--- config.mk ---
export PLATFORM = sky130hd
export DESIGN_NAME = keyed_price_table_min_max_top
export DESIGN_NICKNAME = d
export VERILOG_FILES = /design/src/kpt_pkg.sv /design/src/kpt_ram.sv /design/src/kpt_scan_unit.sv /design/src/keyed_price_table_min_max_top.sv
export SDC_FILE = /design/constraint.sdc
export NUM_CORES = 2
export LEC_CHECK = 0
export BUFFER_PORTS_ARGS = -buffer_cell sky130_fd_sc_hd__buf_2
export CAP_MARGIN = 40
export CELL_PAD_IN_SITES_DETAIL_PLACEMENT = 1
export CELL_PAD_IN_SITES_GLOBAL_PLACEMENT = 1
export CORE_ASPECT_RATIO = 2
export CORE_MARGIN = 1
export CORE_UTILIZATION = 41
export CTS_CLUSTER_DIAMETER = 150
export DETAILED_ROUTE_END_ITERATION = 10
export PLACE_DENSITY_LB_ADDON = 0.1
export SETUP_SLACK_MARGIN = 0.3
export SLEW_MARGIN = 20
export SYNTH_ARGS = -nofsm -noshare
export SYNTH_HDL_FRONTEND = slang
export SYNTH_HIERARCHICAL = 1
export SYNTH_SLANG_ARGS = --single-unit
--- constraint.sdc ---
create_clock -name i_clk -period 12.4 [get_ports i_clk]
set_clock_uncertainty 0.15 [all_clocks]
set_input_delay 1.86 -clock i_clk [delete_from_list [all_inputs] [get_ports i_clk]]
set_output_delay 1.86 -clock i_clk [all_outputs]
set_load 0.02 [all_outputs]
--- src/kpt_pkg.sv ---
`timescale 1ns / 1ps

package kpt_pkg;

    // table geometry
    localparam int TABLE_DEPTH = 64;
    localparam int IDX_W       = $clog2(TABLE_DEPTH);
    localparam int CNT_W       = $clog2(TABLE_DEPTH + 1);
    localparam int DATA_W      = 32;
    localparam int ENTRY_W     = 2 * DATA_W;

    // sequencer states
    typedef enum logic [1:0] {
        S_IDLE,
        S_SCAN,
        S_WRITE,
        S_DONE
    } t_state;

    // control from the sequencer to the scan unit
    typedef struct packed {
        logic             clear;
        logic             rd_vld;
        logic [IDX_W-1:0] rd_idx;
        logic             fold_new;
    } t_scan_ctrl;

    // status from the scan unit back to the sequencer
    typedef struct packed {
        logic              found;
        logic [IDX_W-1:0]  hit_idx;
        logic [DATA_W-1:0] hi;
        logic [DATA_W-1:0] lo;
    } t_scan_stat;

endpackage

--- src/kpt_ram.sv ---
`timescale 1ns / 1ps

module kpt_ram #(
    parameter int P_WIDTH = 64,
    parameter int P_DEPTH = 64
) (
    input  logic                       i_clk,
    input  logic                       i_we,
    input  logic [$clog2(P_DEPTH)-1:0] i_waddr,
    input  logic [P_WIDTH-1:0]         i_wdata,
    input  logic [$clog2(P_DEPTH)-1:0] i_raddr,
    output logic [P_WIDTH-1:0]         o_rdata
);

    logic [P_WIDTH-1:0] r_mem [P_DEPTH];
    logic [P_WIDTH-1:0] r_rdata;

    // one write port, one registered read port
    always_ff @(posedge i_clk) begin
        if (i_we) begin
            r_mem[i_waddr] <= i_wdata;
        end
        r_rdata <= r_mem[i_raddr];
    end

    assign o_rdata = r_rdata;

endmodule

--- src/kpt_scan_unit.sv ---
`timescale 1ns / 1ps

module kpt_scan_unit import kpt_pkg::*; (
    input  logic              i_clk,
    input  logic              i_rst_n,
    input  t_scan_ctrl        i_ctrl,
    input  logic [DATA_W-1:0] i_key,
    input  logic [DATA_W-1:0] i_new_price,
    input  logic [DATA_W-1:0] i_rd_stamp,
    input  logic [DATA_W-1:0] i_rd_price,
    output t_scan_stat        o_stat
);

    logic              r_found, n_found;
    logic [IDX_W-1:0]  r_hit, n_hit;
    logic              r_any, n_any;
    logic [DATA_W-1:0] r_hi, n_hi;
    logic [DATA_W-1:0] r_lo, n_lo;

    logic              is_hit;
    logic              do_fold;
    logic [DATA_W-1:0] cand;

    // shared key compare and min/max compare
    always_comb begin
        is_hit  = i_ctrl.rd_vld && !r_found && (i_rd_stamp == i_key);
        do_fold = i_ctrl.fold_new || (i_ctrl.rd_vld && !is_hit);
        cand    = i_ctrl.fold_new ? i_new_price : i_rd_price;

        n_found = r_found;
        n_hit   = r_hit;
        n_any   = r_any;
        n_hi    = r_hi;
        n_lo    = r_lo;

        if (i_ctrl.clear) begin
            n_found = 1'b0;
            n_any   = 1'b0;
            n_hi    = '0;
            n_lo    = '0;
        end else begin
            if (is_hit) begin
                n_found = 1'b1;
                n_hit   = i_ctrl.rd_idx;
            end
            // the hit entry's old price is left out, its new price is folded later
            if (do_fold) begin
                n_any = 1'b1;
                if (!r_any || cand > r_hi) begin
                    n_hi = cand;
                end
                if (!r_any || cand < r_lo) begin
                    n_lo = cand;
                end
            end
        end
    end

    always_ff @(posedge i_clk) begin
        if (!i_rst_n) begin
            r_found <= 1'b0;
            r_any   <= 1'b0;
            r_hi    <= '0;
            r_lo    <= '0;
        end else begin
            r_found <= n_found;
            r_any   <= n_any;
            r_hi    <= n_hi;
            r_lo    <= n_lo;
        end
        r_hit <= n_hit;
    end

    assign o_stat.found   = r_found;
    assign o_stat.hit_idx = r_hit;
    assign o_stat.hi      = r_hi;
    assign o_stat.lo      = r_lo;

endmodule

--- src/keyed_price_table_min_max_top.sv ---
`timescale 1ns / 1ps

// Keyed price table with latest, maximum and minimum tracking. Each item is a
// (stamp, price) update: a stored stamp has its price corrected, a new stamp
// takes the next free slot, and a new stamp on a full table is dropped and
// flagged. Every item gives one result with the price at the highest stamp
// stored, and the largest and smallest stored price. Entries are never removed,
// so the table fills from slot zero and a fill count marks the live entries;
// no clearing pass is needed after reset. The time from acceptance to the next
// possible acceptance grows with the fill count, set by the single read port
// of the table RAM, which is swept one entry per cycle through one shared
// compare unit that searches for the key and folds minimum and maximum in the
// same pass; the registered read needs a drain step for the last entry before
// the sweep is left. The result sits in an output register, so a new item is
// taken while the previous result is still waiting; only if that result is
// still held when the next one is ready does the block wait for the output.

module keyed_price_table_min_max_top import kpt_pkg::*; (
    input  logic              i_clk,
    input  logic              i_rst_n,
    input  logic              i_in_valid,
    output logic              o_in_stall,
    input  logic [DATA_W-1:0] i_stamp,
    input  logic [DATA_W-1:0] i_price_in,
    output logic              o_out_valid,
    input  logic              i_out_stall,
    output logic [DATA_W-1:0] o_latest_price,
    output logic [DATA_W-1:0] o_max_price,
    output logic [DATA_W-1:0] o_min_price,
    output logic              o_dropped
);

    t_state            r_state, n_state;
    logic [DATA_W-1:0] r_key;
    logic [DATA_W-1:0] r_val;
    logic [CNT_W-1:0]  r_addr;
    logic              r_pend;
    logic [IDX_W-1:0]  r_pend_idx;
    logic [CNT_W-1:0]  r_count;
    logic [DATA_W-1:0] r_newest_stamp;
    logic [DATA_W-1:0] r_newest_price;
    logic              r_drop;
    logic              r_out_valid;
    logic [DATA_W-1:0] r_latest;
    logic [DATA_W-1:0] r_max;
    logic [DATA_W-1:0] r_min;
    logic              r_dropped;

    logic              accept;
    logic              issue;
    logic              drop_now;
    logic              out_free;
    logic              out_load;
    logic              ram_we;
    logic [IDX_W-1:0]  ram_waddr;
    logic [ENTRY_W-1:0] ram_rdata;
    t_scan_ctrl        scan_ctrl;
    t_scan_stat        scan_stat;

    assign o_in_stall = (r_state != S_IDLE);
    assign accept     = i_in_valid && !o_in_stall;
    assign out_free   = !r_out_valid || !i_out_stall;

    // next state
    always_comb begin
        n_state = r_state;
        case (r_state)
            S_IDLE: begin
                if (accept) begin
                    n_state = S_SCAN;
                end
            end
            S_SCAN: begin
                if (!issue && !r_pend) begin
                    n_state = S_WRITE;
                end
            end
            S_WRITE: begin
                n_state = S_DONE;
            end
            S_DONE: begin
                if (out_free) begin
                    n_state = S_IDLE;
                end
            end
            default: begin
                n_state = S_IDLE;
            end
        endcase
    end

    // sequencer outputs
    always_comb begin
        issue              = 1'b0;
        drop_now           = 1'b0;
        ram_we             = 1'b0;
        out_load           = 1'b0;
        scan_ctrl.clear    = accept;
        scan_ctrl.rd_vld   = r_pend;
        scan_ctrl.rd_idx   = r_pend_idx;
        scan_ctrl.fold_new = 1'b0;
        ram_waddr          = scan_stat.found ? scan_stat.hit_idx : r_count[IDX_W-1:0];
        case (r_state)
            S_IDLE: begin
            end
            S_SCAN: begin
                issue = (r_addr != r_count);
            end
            S_WRITE: begin
                drop_now           = !scan_stat.found && (r_count == CNT_W'(TABLE_DEPTH));
                ram_we             = !drop_now;
                scan_ctrl.fold_new = !drop_now;
            end
            S_DONE: begin
                out_load = out_free;
            end
            default: begin
            end
        endcase
    end

    always_ff @(posedge i_clk) begin
        if (!i_rst_n) begin
            r_state        <= S_IDLE;
            r_pend         <= 1'b0;
            r_count        <= '0;
            r_newest_stamp <= '0;
            r_newest_price <= '0;
            r_out_valid    <= 1'b0;
        end else begin
            r_state <= n_state;
            r_pend  <= issue;
            // fill count grows on every new stamp stored
            if (ram_we && !scan_stat.found) begin
                r_count <= r_count + CNT_W'(1);
            end
            // latest price, a tie goes to the later update
            if (ram_we && r_key >= r_newest_stamp) begin
                r_newest_stamp <= r_key;
                r_newest_price <= r_val;
            end
            if (out_load) begin
                r_out_valid <= 1'b1;
            end else if (!i_out_stall) begin
                r_out_valid <= 1'b0;
            end
        end
    end

    // item capture, read address walk and result payload
    always_ff @(posedge i_clk) begin
        if (accept) begin
            r_key  <= i_stamp;
            r_val  <= i_price_in;
            r_addr <= '0;
        end else if (issue) begin
            r_addr <= r_addr + CNT_W'(1);
        end
        r_pend_idx <= r_addr[IDX_W-1:0];
        if (r_state == S_WRITE) begin
            r_drop <= drop_now;
        end
        if (out_load) begin
            r_latest  <= r_newest_price;
            r_max     <= scan_stat.hi;
            r_min     <= scan_stat.lo;
            r_dropped <= r_drop;
        end
    end

    kpt_ram #(
        .P_WIDTH (ENTRY_W),
        .P_DEPTH (TABLE_DEPTH)
    ) u_table (
        .i_clk   (i_clk),
        .i_we    (ram_we),
        .i_waddr (ram_waddr),
        .i_wdata ({r_key, r_val}),
        .i_raddr (r_addr[IDX_W-1:0]),
        .o_rdata (ram_rdata)
    );

    kpt_scan_unit u_scan (
        .i_clk       (i_clk),
        .i_rst_n     (i_rst_n),
        .i_ctrl      (scan_ctrl),
        .i_key       (r_key),
        .i_new_price (r_val),
        .i_rd_stamp  (ram_rdata[ENTRY_W-1:DATA_W]),
        .i_rd_price  (ram_rdata[DATA_W-1:0]),
        .o_stat      (scan_stat)
    );

    assign o_out_valid    = r_out_valid;
    assign o_latest_price = r_latest;
    assign o_max_price    = r_max;
    assign o_min_price    = r_min;
    assign o_dropped      = r_dropped;

`ifndef SYNTHESIS
    // fill count never passes the table depth
    a_count_range: assert property (@(posedge i_clk) disable iff (!i_rst_n)
        r_count <= CNT_W'(TABLE_DEPTH))
        else $error("fill count beyond table depth");

    // a hit always lies inside the live part of the table
    a_hit_live: assert property (@(posedge i_clk) disable iff (!i_rst_n)
        (r_state == S_WRITE && scan_stat.found) |-> (CNT_W'(scan_stat.hit_idx) < r_count))
        else $error("key hit outside live entries");

    // a new stamp grows the table by exactly one
    a_count_step: assert property (@(posedge i_clk) disable iff (!i_rst_n)
        (ram_we && !scan_stat.found) |=> (r_count == $past(r_count) + CNT_W'(1)))
        else $error("fill count did not step on insert");

    // a dropped item only reaches the output with a full table
    a_drop_full: assert property (@(posedge i_clk) disable iff (!i_rst_n)
        (out_load && r_drop) |-> (r_count == CNT_W'(TABLE_DEPTH)))
        else $error("drop flagged on a table with space");
`endif

endmodule

# Yosys cells after proc, flatten, opt, wreduce, memory -nomap -nowiden
# Memory sizes are Yosys's and may differ from the RTL's. A register that Yosys moved wholly into a read port is not among the register bits.
# Index checks and enable logic that the tools add are counted.
[op_classes]
addsub = 2
multipliers = 0
div = 0
n_lt_le_gt_ge = 3
n_eq_ne = 10
shift = 0
mux = 13
n_bitwise = 2
n_reduce_logical = 28
[ops]
columns = ["cell", "count"]
rows = [
  ["$eq 32x32->1", 1],
  ["$ge 32x32->1", 1],
  ["$gt 32x32->1", 1],
  ["$lt 32x32->1", 1],
  ["$mux 32", 1],
  ["$add 7x1->7 const B", 2],
  ["$logic_not 1->1", 9],
  ["$logic_and 1x1->1", 8],
  ["$pmux 2 s4", 1],
  ["$eq 7x7->1 const B", 1],
  ["$mux 1", 7],
  ["$ne 7x7->1", 1],
  ["$mux 2", 3],
  ["$mux 6", 1],
  ["$ne 2x2->1 const B", 3],
  ["$reduce_and 2->1", 3],
  ["$eq 2x2->1 const B", 2],
  ["$logic_or 1x1->1", 4],
  ["$reduce_and 3->1", 1],
  ["$eq 2x1->1 const B", 1],
  ["$logic_not 2->1", 1],
  ["$ne 2x1->1 const B", 1],
  ["$not 1->1", 2],
  ["$reduce_bool 2->1", 1],
  ["$reduce_or 2->1", 1],
]
[totals]
ff_bits = 322
latch_bits = 0
mem_bits_rw = 4096
romBits = 0
inputBits = 68
out_inout_bits = 99
wordCells = 79
n_memories = 1
[mem_list]
columns = ["name", "words", "width", "rd", "rd_ports_with_merged_regs", "wr", "line", "source"]
rows = [
  ["u_table.r_mem", 64, 64, 1, 1, 1, "kpt_ram.sv:15", "logic [P_WIDTH-1:0] r_mem [P_DEPTH];"],
]

# Longest topological paths before layout
[logic_depth]
ltp_word = 8
mapped_depth = 17
ltp_nobuf = 15

# Hierarchy
# Netlist, hierarchy kept.
[modules_own_cells]
columns = ["module", "instances", "cells_per_inst", "area_per_inst_um2"]
rows = [
  ["kpt_ram", 1, 6598, 156348.7],
  ["keyed_price_table_min_max_top", 1, 674, 9352.7],
  ["kpt_scan_unit", 1, 572, 5117.4],
]

# Worst setup path after synthesis
# Ideal clock, no wire load.
[synth_path]
path_kind = "input port to flip-flop"
from = "input port i_out_stall"
to = "register r_dropped, in the netlist o_dropped (enable)"
setup_time_ns = 0.700
arrival_time_ns = 8.892
required_time_ns = 11.550
setup_slack_ns = 2.658
cell_stages = 1
n_path_buf = 0
path_cell_list = "a21boi_0"
[synth_between]
elab_chain_len = 3
[synth_rtl]
columns = ["element", "line", "source"]
rows = [
  ["start: declaration", "keyed_price_table_min_max_top.sv:26", "input logic i_out_stall,"],
  ["$logic_not 1->1", "-", ""],
  ["$logic_or 1x1->1", "keyed_price_table_min_max_top.sv:62", "assign out_free = !r_out_valid || !i_out_stall;"],
  ["$mux 1", "keyed_price_table_min_max_top.sv:103", "case (r_state)"],
  ["end signal: assignment", "keyed_price_table_min_max_top.sv:167", "r_dropped <= r_drop;"],
  ["end: declaration", "keyed_price_table_min_max_top.sv:47", "logic r_dropped;"],
]
# Every way passes these cells.
# A chain may end at the register's enable or synchronous reset.

# Worst setup path in the final report
[layout_path]
from = "register r_count[0]"
to = "register u_scan.r_lo[14]"
[layout_between]
elab_chain_len = 8
[layout_rtl]
columns = ["element", "line", "source"]
rows = [
  ["start: declaration", "keyed_price_table_min_max_top.sv:39", "logic [CNT_W-1:0] r_count;"],
  ["start signal: assignment", "keyed_price_table_min_max_top.sv:135", "r_count <= r_count + CNT_W'(1);"],
  ["$eq 7x7->1", "keyed_price_table_min_max_top.sv:110", "drop_now = !scan_stat.found && (r_count == CNT_W'(TABLE_DEPTH));"],
  ["$logic_and 1x1->1", "keyed_price_table_min_max_top.sv:110", ""],
  ["$logic_not 1->1", "-", ""],
  ["$mux 1", "-", ""],
  ["net ram_we", "keyed_price_table_min_max_top.sv:54", "logic ram_we;"],
  ["$mux 32", "kpt_scan_unit.sv:28", "cand = i_ctrl.fold_new ? i_new_price : i_rd_price;"],
  ["net u_scan.cand[23]", "kpt_scan_unit.sv:22", "logic [DATA_W-1:0] cand;"],
  ["$lt 32x32->1", "kpt_scan_unit.sv:52", "if (!r_any || cand < r_lo) begin"],
  ["$logic_or 1x1->1", "kpt_scan_unit.sv:52", ""],
  ["$reduce_and 2->1 (no line)", "-", ""],
  ["end signal: assignment", "kpt_scan_unit.sv:69", "r_lo <= n_lo;"],
  ["end: declaration", "kpt_scan_unit.sv:18", "logic [DATA_W-1:0] r_lo, n_lo;"],
]
# The timed path passes the listed nets, and every way through them passes these cells.

==> results by group <==
Run status
  – Outcome: finished clean

Timing
  – RSZ-0062 raised after global routing: false
  – Max-slew headroom: 35.3%
  – Slew Limit Fails: 0
  – Min Tclk post-route: 5.27 ns
  – Slew at the pin closest to its max-slew limit: 0.970 ns
  – Peak Freq: 0.190 GHz
  – Setup-failing EPs final: 0
  – Setup_tns: 0 ns
  – Ratio of final minimum period to clock period: 42.5%
  – Worst hold slack: 0.259 ns
  – Hold Vio Cnt, Final: 0

Detailed routing
  – Pre-antenna DRT Iters: 7
  – Routed via count: 85375
  – DR vias/cell: 5.96
  – Remaining DRCs: 0
  – Post-Route WL: 568000 um
  – DR iter-0 viols: 8776
  – DR WL/cell: 39.6 um
  – Antenna Nets Post-Route: 0

Floorplan
  – Die Height: 915 um
  – Die area: 0.419 mm^2
  – Core Box Area: 0.414 mm^2
  – Effective utilization at floorplan: 41.2%
  – Core Rows: 334
  – Die Span X: 458 um
  – Num ports: 167

Finish
  – Reg with most FFs: u_table/r_mem
  – Layout cells sized above 1: 27.3%
  – FILL cells: 37037
  – Final Net Count: 8584
  – Area delta synth->final: 14.2%
  – Cell area after layout: 0.195 mm^2
  – Most frequent cells in the layout: edfxtp_1, mux4_2, clkbuf_16, buf_4, nand2_1
  – Flip-flop count of the largest register after layout: 4096
  – Commonest non-fill, non-tap cell in the layout: edfxtp_1

CTS
  – Clock root buffer: clkbuf_16
  – Post-CTS Resized: 0
  – Worst skew pair latency: 1.00 ns
  – CTS tree: yes
  – TritonCTS buffer count: 401
  – Max H-tree Level: 5
  – Hold_buf cts: 0
  – CTS max path bufs: 4
  – Setup Buffers After CTS: 0
  – Sink Count: 4482
  – Worst-path clk slew: 0.07 ns

Synth
  – Syn nets: 8015
  – Post-Syn Area: 0.171 mm^2
  – Mapped Cells: 7844
  – Flops & latches, synth: 4482
  – Asr flop ratio synth: 0%
  – Synth cell types: 70
  – Synthesized area per cell: 21.8 um^2
  – Number of flops mapped to enable cells by yosys: 4264
  – Most used DFF post-synth: edfxtp_1
  – Synth warnings: 6
  – Sequential-to-total area share from yosys stat: 77.5%

Worst hold path
  – Hold/Removal Path Class: reg -> reg

GRT
  – Remaining Overflow, GRT: 0
  – Initial antenna violation count: 38
  – GRT Util Overall: 27.0%
  – Largest net degree at the start of global routing: 97
  – First-pass GRT wire length: 771000 um
  – Vias in the first global route: 90840

Power
  – Cell Pwr Density: 180 mW/mm^2
  – Worst VDD drop: 0.149 mV
  – Leakage power: 59.5 nW

Placed design
  – Port buffer count: 166
  – Placed Area: 0.181 mm^2
  – Gp weighted congestion: 0.844
  – DP HPWL: 357000 um

Worst setup path
  – CP Capture Type: register
  – Crit path kind: reg -> reg
  – Crit Path Max Fanout: 37
  – CP startpoint kind: register
  – Worst Path Arrival: 6.00 ns
  – Flop-to-flop setup slack: 7.13 ns
  – Req. time, crit path: 13.13 ns

Job
  – MaxCap Viol Count: 0
## cells in the mapped netlist, types with 16 or more instances
cell / n / area, um^2
a31oi_1: 20 / 125
a211oi_1: 63 / 473
or3_1: 32 / 200
buf_1: 20 / 75.1
dfxtp_1: 218 / 4360
mux4_2: 1024 / 23100
nand4_1: 33 / 206
ha_1: 103 / 1290
a22o_1: 88 / 771
o221ai_1: 38 / 333
buf_4: 35 / 263
clkbuf_1: 173 / 649
nand2_1: 313 / 1170
or2_2: 28 / 175
buf_2: 173 / 866
xnor2_1: 41 / 359
mux2_2: 36 / 405
nor2b_1: 35 / 219
o22ai_1: 84 / 526
a2bb2oi_1: 19 / 166
inv_1: 123 / 462
and3_1: 67 / 419
mux2i_1: 265 / 2650
a41oi_1: 26 / 228
buf_6: 16 / 180
a22oi_1: 169 / 1270
a21oi_1: 31 / 155
nor2_1: 130 / 488
edfxtp_1: 4264 / 128000
nand3_1: 59 / 295
## area by class of cell
cell class                 instances  area [um^2]  area share (%)
timing repair buffer             586         5150            2.64
clock inverter                   244         2750            1.41
antenna                           39         97.6          0.0500
tap                             5544         6940            3.56
multi-input combinational       2818        36500            18.7
inverter                         124          465           0.239
sequential                      4482       132000            67.9
clock buffer                     493        10800            5.52
## power by group
group | switching, mW | internal (mW)
clock network | 5.78 | 7.31
logic | 2.72 | 1.49
registers | 0.439 | 17.4
## metal layers
metal,vias up,part of all wire [%],global-route usage (%)
met4,0,4.8,11.3
li1,33939,-,-
met2,2816,54,49.7
met3,792,4.9,3.18
met1,47828,36,31.5
met5,-,0,0
## cell families (layout without fill, tap and decap cells)
| group | count (synthesis) | after routing | synth area share (%) |
|---|---|---|---|
| simple gates | 744 | 744 | 2.05 |
| xor+xnor | 48 | 48 | 0.246 |
| other cells | 0 | 39 | 0 |
| compound gates | 598 | 598 | 2.64 |
| mux | 1325 | 1325 | 15.3 |
| buf+inv | 544 | 1447 | 1.50 |
| flops | 4482 | 4482 | 77.5 |
| fa+ha+maj | 103 | 103 | 0.754 |
## stage by stage
step,utilization (%),cells,setup WS (ns),power (mW)
2_1_floorplan,-,7844,2.66,20.4
3_5_place_dp,43.8,13543,7.12,22.4
3_3_place_gp,43.4,13481,6.93,22.3
6_report,47.1,14330,7.13,35.2
5_1_grt,47.1,14308,6.97,36.1
4_1_cts,47.0,14280,7.12,35.5
## worst paths after layout
path | start | to | cells past startpoint
worst max-delay path | r_count[0]$_SDFFE_PN0P_ | u_scan/r_lo[14]$_SDFFE_PP0P_ | 16
worst min-delay path | r_pend_idx[5]$_DFF_P_ | u_scan/r_hit[5]$_DFFE_PP_ | 0
worst max register to register | r_count[0]$_SDFFE_PN0P_ | u_scan/r_lo[14]$_SDFFE_PP0P_ | 16
worst min register to register | r_pend_idx[5]$_DFF_P_ | u_scan/r_hit[5]$_DFFE_PP_ | 0
## worst max-delay path: stages, from the launching register on
cell	delay, ns
dfxtp_1	0.39
inv_1	0.12
ha_1	0.21
nor4b_2	0.15
and3_1	0.20
nand2b_2	0.21
inv_2	0.08
buf_4	0.27
buf_16	0.25
mux2_2	0.43
ha_1	0.35
nand2_1	0.05
or4_1	0.52
or3_4	0.35
o211ai_4	0.54
buf_4	0.48
mux2i_1	0.28
(Power assumes the default switching activity.)
